[src/rtl/core/plist_pkg.sv]
package plist_pkg;

	localparam int POS_W = 8;
	localparam int VAL_W = 32;

	localparam logic [1:0] FN_INSERT = 2'd0;
	localparam logic [1:0] FN_REMOVE = 2'd1;
	localparam logic [1:0] FN_CLEAR  = 2'd2;
	localparam logic [1:0] FN_READ   = 2'd3;

	localparam logic [1:0] ST_OK      = 2'd0;
	localparam logic [1:0] ST_FULL    = 2'd1;
	localparam logic [1:0] ST_EMPTY   = 2'd2;
	localparam logic [1:0] ST_INVALID = 2'd3;

	typedef struct packed {
		logic             ins;
		logic             rem;
		logic [POS_W-1:0] pos;
	} cell_ctrl_t;

endpackage

[src/rtl/core/positional_list_insert_remove.sv]
// Results are registered: an accepted request loads done, status, count and read_value into registers.
// Throughput: one request per cycle; busy stays low, the whole row of cells
// shifts in the accepting cycle, so the cell update sets the pace.
// Reset clears the count and the result strobe; cell contents are undefined.
// The receiver cannot stall: each result is shown for one cycle only.
module positional_list_insert_remove #(
	parameter int DEPTH = 16,
	localparam int CW = $clog2(DEPTH + 1),
	localparam int AW = $clog2(DEPTH)
) (
	input  logic                               clk,
	input  logic                               arst_n,
	input  logic                               start,
	output logic                               busy,
	input  logic [1:0]                         func,
	input  logic [plist_pkg::POS_W-1:0]        position,
	input  logic signed [plist_pkg::VAL_W-1:0] value,
	output logic                               done,
	output logic [1:0]                         status,
	output logic [CW-1:0]                      count,
	output logic signed [plist_pkg::VAL_W-1:0] read_value
);

	logic                               accept;
	logic [CW-1:0]                      len_q;
	logic [CW-1:0]                      len_next;
	logic [1:0]                         status_c;
	logic                               ins_ok;
	logic                               rem_ok;
	logic                               read_ok;
	plist_pkg::cell_ctrl_t              cell_ctrl;
	logic signed [plist_pkg::VAL_W-1:0] cell_data [DEPTH];
	logic [plist_pkg::POS_W-1:0]        pos_m1;
	logic [AW-1:0]                      rd_idx;
	logic                               done_q;
	logic [1:0]                         status_q;
	logic signed [plist_pkg::VAL_W-1:0] read_q;

	assign busy   = 1'b0;
	assign accept = start && !busy;

	plist_ctrl #(.DEPTH(DEPTH)) u_ctrl (
		.func     (func),
		.position (position),
		.len      (len_q),
		.status   (status_c),
		.len_next (len_next),
		.ins_ok   (ins_ok),
		.rem_ok   (rem_ok),
		.read_ok  (read_ok)
	);

	assign cell_ctrl.ins = accept && ins_ok;
	assign cell_ctrl.rem = accept && rem_ok;
	assign cell_ctrl.pos = position;

	for (genvar i = 0; i < DEPTH; i++) begin : g_cell
		plist_cell #(.IDX(i)) u_cell (
			.clk        (clk),
			.ctrl       (cell_ctrl),
			.ins_value  (value),
			.from_lower ((i == 0) ? value : cell_data[(i == 0) ? 0 : i - 1]),
			.from_upper ((i == DEPTH - 1) ? cell_data[i]
				: cell_data[(i == DEPTH - 1) ? i : i + 1]),
			.data       (cell_data[i])
		);
	end

	// position is in range whenever read_ok is set
	assign pos_m1 = position - 1'b1;
	assign rd_idx = pos_m1[AW-1:0];

	always_ff @(posedge clk or negedge arst_n) begin
		if (!arst_n) begin
			len_q    <= '0;
			done_q   <= 1'b0;
			status_q <= plist_pkg::ST_OK;
			read_q   <= '0;
		end else begin
			done_q <= accept;
			if (accept) begin
				len_q    <= len_next;
				status_q <= status_c;
				read_q   <= read_ok ? cell_data[rd_idx] : '0;
			end
		end
	end

	assign done       = done_q;
	assign status     = status_q;
	assign count      = len_q;
	assign read_value = read_q;

	a_done_follows: assert property (@(posedge clk) disable iff (!arst_n)
		accept |=> done)
		else $error("accepted beat gave no result");

	a_len_bound: assert property (@(posedge clk) disable iff (!arst_n)
		len_q <= CW'(DEPTH))
		else $error("count above depth");

	a_err_keeps_len: assert property (@(posedge clk) disable iff (!arst_n)
		accept && status_c != plist_pkg::ST_OK |=> len_q == $past(len_q))
		else $error("count changed on an error");

	a_err_zero_read: assert property (@(posedge clk) disable iff (!arst_n)
		done && status != plist_pkg::ST_OK |-> read_value == '0)
		else $error("nonzero read value on an error");

	a_one_shift: assert property (@(posedge clk) disable iff (!arst_n)
		!(cell_ctrl.ins && cell_ctrl.rem))
		else $error("insert and remove shift together");

endmodule

[src/rtl/core/plist_cell.sv]
module plist_cell #(
	parameter int IDX = 0
) (
	input  logic                             clk,
	input  plist_pkg::cell_ctrl_t            ctrl,
	input  logic signed [plist_pkg::VAL_W-1:0] ins_value,
	input  logic signed [plist_pkg::VAL_W-1:0] from_lower,
	input  logic signed [plist_pkg::VAL_W-1:0] from_upper,
	output logic signed [plist_pkg::VAL_W-1:0] data
);

	// 1-based slot number of this cell
	localparam logic [plist_pkg::POS_W-1:0] SLOT = plist_pkg::POS_W'(IDX + 1);

	logic signed [plist_pkg::VAL_W-1:0] data_q;

	always_ff @(posedge clk) begin
		priority if (ctrl.ins && ctrl.pos == SLOT) begin
			data_q <= ins_value;
		end else if (ctrl.ins && SLOT > ctrl.pos) begin
			data_q <= from_lower;
		end else if (ctrl.rem && SLOT >= ctrl.pos) begin
			data_q <= from_upper;
		end
	end

	assign data = data_q;

endmodule

[src/rtl/core/plist_ctrl.sv]
module plist_ctrl #(
	parameter int DEPTH = 16,
	localparam int CW = $clog2(DEPTH + 1)
) (
	input  logic [1:0]                  func,
	input  logic [plist_pkg::POS_W-1:0] position,
	input  logic [CW-1:0]               len,
	output logic [1:0]                  status,
	output logic [CW-1:0]               len_next,
	output logic                        ins_ok,
	output logic                        rem_ok,
	output logic                        read_ok
);

	logic [plist_pkg::POS_W:0] pos_x;
	logic [plist_pkg::POS_W:0] len_x;
	logic                      full;
	logic                      empty;
	logic                      pos_zero;

	assign pos_x    = {1'b0, position};
	assign len_x    = (plist_pkg::POS_W + 1)'(len);
	assign full     = len_x >= (plist_pkg::POS_W + 1)'(DEPTH);
	assign empty    = len == '0;
	assign pos_zero = position == '0;

	always_comb begin
		status   = plist_pkg::ST_OK;
		len_next = len;
		ins_ok   = 1'b0;
		rem_ok   = 1'b0;
		read_ok  = 1'b0;
		unique case (func)
			plist_pkg::FN_INSERT: begin
				priority if (full) begin
					status = plist_pkg::ST_FULL;
				end else if (pos_zero || pos_x > len_x + 1'b1) begin
					status = plist_pkg::ST_INVALID;
				end else begin
					ins_ok   = 1'b1;
					len_next = len + 1'b1;
				end
			end
			plist_pkg::FN_REMOVE: begin
				priority if (empty) begin
					status = plist_pkg::ST_EMPTY;
				end else if (pos_zero || pos_x > len_x) begin
					status = plist_pkg::ST_INVALID;
				end else begin
					rem_ok   = 1'b1;
					len_next = len - 1'b1;
				end
			end
			plist_pkg::FN_CLEAR: begin
				len_next = '0;
			end
			plist_pkg::FN_READ: begin
				if (pos_zero || pos_x > len_x) begin
					status = plist_pkg::ST_INVALID;
				end else begin
					read_ok = 1'b1;
				end
			end
			default: begin
				status = plist_pkg::ST_INVALID;
			end
		endcase
	end

endmodule

[config.mk]
export PLATFORM = sky130hd
export DESIGN_NAME = positional_list_insert_remove
export DESIGN_NICKNAME = d
export VERILOG_FILES = /design/src/rtl/core/plist_pkg.sv /design/src/rtl/core/positional_list_insert_remove.sv /design/src/rtl/core/plist_cell.sv /design/src/rtl/core/plist_ctrl.sv
export SDC_FILE = /design/constraint.sdc
export NUM_CORES = 1
export LEC_CHECK = 0
export BUFFER_PORTS_ARGS = -buffer_cell sky130_fd_sc_hd__clkbuf_2
export CAP_MARGIN = 20
export CORE_AREA = 3 3 330 332
export CTS_CLUSTER_DIAMETER = 100
export DETAILED_ROUTE_END_ITERATION = 10
export DIE_AREA = 0 0 333 335
export GPL_TIMING_DRIVEN = 0
export SYNTH_ARGS = -nofsm -noshare
export SYNTH_HDL_FRONTEND = slang
export SYNTH_SLANG_ARGS = --single-unit
[constraint.sdc]
create_clock -name clk -period 8.3 [get_ports clk]
set_input_delay 1.66 -clock clk [delete_from_list [all_inputs] [get_ports clk]]
set_output_delay 1.66 -clock clk [all_outputs]
set_load 0.005 [all_outputs]
==> flow_summary.yaml, run 1 <==
drt:
  drc_errors: 0
  vias: 25611
  wl_met2_mm: 54.6
  wire_per_inst_um: 29.0
  drt-initial-drc-count: 3825
  wl_met1_mm: 50.1
  drt_first_pass_iters: 6
  via_per_inst: 5.89
  postRouteAntennaNets: 0
  wl_mm: 126
  highest_layer: "met4"
  wl_met3_mm: 14.9
synthesis:
  synth_cell_types: 64
  avgSynthCellArea_um2: 11.7
  synth_area_mm2: 0.0317
  synth-edff-count: 512
  ys_seq_area_frac: 0.517
  synth_seq_cells: 552
  synthArstFlopShare: 0.0725
  synth.net_count: 2764
  synth_warnings: 0
  synth_cells: 2699
  synth_top_flop_cell: "edfxtp_1"
critical_path:
  path_max_fanout: 14
  crit_path_start: "position[0]"
  cp-start-kind: "input pin"
  critical_path_arrival_ns: 7.50
  cp_data_required_time_ns: 8.67
  worstSetupPathType: "input pin to flip-flop"
  r2r-start: "count[4]"
  end_kind: "flip-flop"
floorplan:
  fp.dieArea_mm2: 0.112
  start_util: 0.297
  coreArea_mm2: 0.107
  pin_count: 86
  dieHeight_um: 335
  die_x_um: 333
  placementRows: 120
grt:
  grt_max_degree: 41
  grt_pass1_wl_mm: 179
  track_usage: 0.220
  grt_pass1_vias: 24643
  grt_overflow_total: 0
  antenna_found_initial: 2
clocking:
  numCtsBuffers: 68
  ctsResizeCount: 0
  numClockSinks: 552
  cts_tree: "built"
  cts_buffer_depth: 3
  cts-htree-levels: 3
  clock_latency_ns: 0.64
  clk_pin_slew_ns: 0.06
  ctsHoldBuffers: 0
  cts_root_buffer: "clkbuf_16"
  cts_setup_buffers: 0
hold_path:
  hold_start: "read_value[0]"
  hp-class: "flip-flop to flip-flop"
power:
  power_per_cell_area_mw_per_mm2: 180
  peakVddDrop_mv: 0.134
  total_power_mw: 6.61
  leakagePower_nw: 13.1
layout:
  area_growth_pct: 16.0
  layout-drive-gt1-share: 0.185
  fin_util: 0.345
  nets: 2955
sta:
  worst_pin_slew_ns: 1.27
  finalHoldViolCount: 0
  min_period_ns: 7.12
  timing.setup.tns_ns: 0
  skew_ns: 0.0295
  finalSetupViolations: 0
  max_freq_mhz: 140
  whs_ns: 0.483
  finalMaxSlewViolations: 0
  slew_headroom: 0.152
  period_share: 0.858
  rsz0062_at_grt: "false"
status:
  status: "finished clean"
job:
  drv_cap: 0
placement:
  detailed_place_hpwl_mm: 87.9
  port_buffers: 82
  gp_congestion: 0.961
## metal layers
metal	vias up	GRT usage
met4	0	0.102
met3	339	0.0599
li1	10620	-
met5	-	0
met1	12848	0.298
met2	1804	0.328
## registers in the layout, indices dropped and copies added, names as in the netlist
| signal | count |
|---|---|
| count | 5 |
| status | 2 |
| read_value | 32 |
| done | 1 |
| g_cell.u_cell.data | 512 |
## metrics by stage
step                      std cells  worst slack [ns]  instance area, µm²
after CTS                      4337              1.42               36700
after floorplan                2699              1.03               31700
after global routing           4344              1.06               36800
after detailed placement       4216             0.694               34600
after global placement         4184             -3.87               33900
final                          4345              1.18               36800
## final cells by class
cell class / count / area, µm²
antenna: 1 / 2.50
buffer: 245 / 1090
clock buffer: 95 / 1900
clock inverter: 26 / 215
fill: 10602 / 69800
inverter: 12 / 45.0
multi-input combinational: 1890 / 14300
sequential: 552 / 16400
tap: 1403 / 1760
timing repair buffer: 121 / 1100
## cell usage after synthesis, types with 35 or more instances
library cell	count	area, µm²
a22oi_1	64	480
mux4_2	128	2880
nand2_1	338	1270
o21ai_0	133	666
o21ai_1	35	175
mux2_2	95	1070
dfrtp_1	40	1000
clkbuf_1	160	601
nor2_1	280	1050
nand3_1	37	185
edfxtp_1	512	15400
mux2i_1	354	3540
a21oi_1	200	1000
buf_2	61	305
## worst max-delay path, cell delays in order
cell and delay (ns):
clkbuf_2 0.17, clkbuf_1 0.42, clkbuf_1 0.43, clkbuf_1 0.69, inv_1 0.36, ha_1 0.31
nand2b_1 0.14, a211oi_1 0.31, o21a_1 0.15, buf_4 0.25, buf_2 0.33, nor2_1 0.08
o21ai_0 0.89, buf_2 0.58, a21oi_4 0.22, buf_16 0.28, buf_16 0.17
## cell usage in the layout (no fill, tap or decap), types with 5 or more instances in the layout
master	instances
nand3_1	37
o2bb2ai_1	32
buf_4	6
edfxtp_1	512
o22ai_1	32
clkbuf_2	81
ha_1	19
mux2i_1	354
clkbuf_1	181
nor4_1	6
o21ai_1	35
and3_1	5
nor2b_1	11
nor3_1	9
clkbuf_16	71
buf_16	8
nor2_1	274
a32oi_1	32
a22oi_1	64
nand2_1	338
buf_8	15
buf_1	9
clkinv_2	7
buf_2	62
nor2_4	6
inv_1	10
buf_6	16
o21ai_0	133
buf_12	8
nand4_1	11
mux2_2	95
a21oi_1	197
clkinv_1	10
dfrtp_1	40
mux4_2	128
## path summary, 6_finish.rpt
path	to	slack, ns	cells past startpoint
min in group asynchronous	read_value[7]	1.14	1
worst min-delay path	read_value[0]	0.48	1
worst max-delay path	g_cell[8].u_cell.data[23]	1.18	17
worst min register to register	read_value[0]	0.48	1
worst max register to register	g_cell[8].u_cell.data[23]	1.88	16
max in group asynchronous	read_value[23]	6.62	1
## cell families after synthesis
| kind of cell | count (synthesis) | synth area share |
|---|---|---|
| AND/OR/NAND/NOR | 735 | 0.0976 |
| buffers and inverters | 257 | 0.0357 |
| flip-flops | 552 | 0.517 |
| other | 1 | 0.000118 |
| AO/OA/AOI/OAI | 548 | 0.103 |
| adder cells (fa/ha/maj) | 20 | 0.00813 |
| XOR/XNOR | 5 | 0.00138 |
| multiplexers | 581 | 0.238 |
## where the power goes
part	internal, mW	switching, mW
Combinational	0.243	0.393
Sequential	3.01	0.0344
Clock	1.67	1.25
Total	4.92	1.68
Note: power is estimated with default switching activity, not from simulation.
==> inputs of run 2 (changes only) <==
- TNS_END_PERCENT: not set -> 5
- clock period: 8.3 -> 6.2 ns (I/O delays scaled with it)
==> flow_summary.yaml, run 2 (synthesized netlist as in run 1, its figures left out) <==
clocking:
  clk_pin_slew_ns: 0.06
  numClockSinks: 552
  cts_buffer_depth: 3
  cts_root_buffer: "clkbuf_16"
  clock_latency_ns: 0.65
  cts_tree: "built"
  cts-htree-levels: 3
  numCtsBuffers: 68
placement:
  place_ws_ns: -1.46
  port_buffers: 82
  detailed_place_hpwl_mm: 88.4
  gp_congestion: 0.956
layout:
  largest_reg_flops: 512
  nets: 2958
  seqCellArea_mm2: 0.0164
  layout-drive-gt1-share: 0.186
  multi_input_area_mm2: 0.0143
  final_common_cell: "edfxtp_1"
  nFillCells: 10624
  layout_common_cells: "edfxtp_1 (512), mux2i_1 (354), nand2_1 (338)"
  area_growth_pct: 16.3
floorplan:
  coreArea_mm2: 0.107
  die_x_um: 333
  dieHeight_um: 335
  pin_count: 86
  fp.dieArea_mm2: 0.112
  placementRows: 120
  start_util: 0.297
drt:
  via_per_inst: 5.89
  wl_mm: 126
  vias: 25602
  highest_layer: "met5"
  wl_met1_mm: 49.3
  wl_met2_mm: 54.2
  postRouteAntennaNets: 0
  drt-initial-drc-count: 3754
  drt_first_pass_iters: 9
  drc_errors: 0
  wire_per_inst_um: 29.1
  wl_met3_mm: 16.3
job:
  drv_cap: 0
sta:
  timing.setup.tns_ns: 0
  finalSetupViolations: 0
  worst_pin_slew_ns: 1.22
  skew_ns: 0.0378
  max_freq_mhz: 162
  slew_headroom: 0.184
  finalMaxSlewViolations: 0
  period_share: 0.995
  finalHoldViolCount: 0
  whs_ns: 0.482
  setup_ws_ns: 0.0323
  min_period_ns: 6.17
  rsz0062_at_grt: "true"
grt:
  antenna_found_initial: 5
  grt_overflow_total: 0
  grt_pass1_vias: 24687
  track_usage: 0.220
  grt_max_degree: 41
  grt_pass1_wl_mm: 179
power:
  peakVddDrop_mv: 0.179
  total_power_mw: 8.87
  power_per_cell_area_mw_per_mm2: 241
  leakagePower_nw: 13.2
critical_path:
  cp_data_required_time_ns: 6.53
  critical_path_arrival_ns: 6.50
  worstSetupPathType: "flip-flop to flip-flop"
  cp-start-kind: "flip-flop"
  path_max_fanout: 19
  end_kind: "flip-flop"
status:
  status: "finished clean"
hold_path:
  hp-class: "flip-flop to flip-flop"
[run 2: changes by cell type in the layout (fill, tap and decap cells not counted), moves of 4 or more]
cell      delta
clkbuf_1    -12
clkinv_1     +9
buf_16       +5
buf_4        +4
[run 2: metal layers]
metal,track usage,up-vias
met5,0,-
met3,0.0664,371
met4,0.102,2
met2,0.324,1885
met1,0.296,12730
li1,-,10614
[run 2: path summary, 6_finish.rpt]
check	start	end	slack (ns)	cells after the start
hold / removal	read_value[28]	read_value[28]	0.48	1
setup reg to reg	count[4]	g_cell[10].u_cell.data[21]	0.03	15
min in group asynchronous	arst_n	read_value[7]	0.72	1
setup / recovery	count[4]	g_cell[10].u_cell.data[21]	0.03	15
max in group asynchronous	arst_n	read_value[23]	4.95	1
hold reg to reg	read_value[28]	read_value[28]	0.48	1
[run 2: what timing repair did]
item / 4_1_cts / 5_1_grt
endpoints found under the setup margin: 729 / 69
pin swaps: 0 / 1
gates resized for setup: 3 / 2
cloned: 0 / 0
hold buffers: 0 / 0
hold endpoints to repair: 0 / 0
buffers inserted: 0 / 3
[run 2: critical path, cell delays in order (launching register included)]
cell and delay (ns):
dfrtp_1 0.68, clkbuf_1 0.61, inv_1 0.25, clkbuf_1 0.39, or3_1 0.46, ha_1 0.30
a2111oi_0 0.39, o21ai_0 0.20, o21a_1 0.21, buf_4 0.21, buf_2 0.25, nor2_1 0.17
o21ai_1 0.25, buf_2 0.37, nor2_4 0.84, buf_16 0.25
[run 2: power by group]
| part | total [mW] | internal (mW) | switching [mW] |
|---|---|---|---|
| registers | 4.08 | 4.04 | 0.0465 |
| logic | 0.848 | 0.326 | 0.523 |
| clock network | 3.94 | 2.25 | 1.69 |
[run 2: through the flow]
stage | instances | utilization | instance area (µm²)
3_3_place_gp | 4184 | 0.318 | 33900
6_report | 4346 | 0.346 | 36900
2_1_floorplan | 2699 | - | 31700
3_5_place_dp | 4216 | 0.325 | 34600
5_1_grt | 4344 | 0.346 | 36900
4_1_cts | 4333 | 0.345 | 36700
[run 2: layout make-up]
cell class / count / area share
antenna: 2 / 0.000136
buffer: 244 / 0.0295
clock buffer: 82 / 0.0493
clock inverter: 36 / 0.00801
inverter: 12 / 0.00122
multi-input combinational: 1890 / 0.388
sequential: 552 / 0.444
tap: 1403 / 0.0476
timing repair buffer: 125 / 0.0321
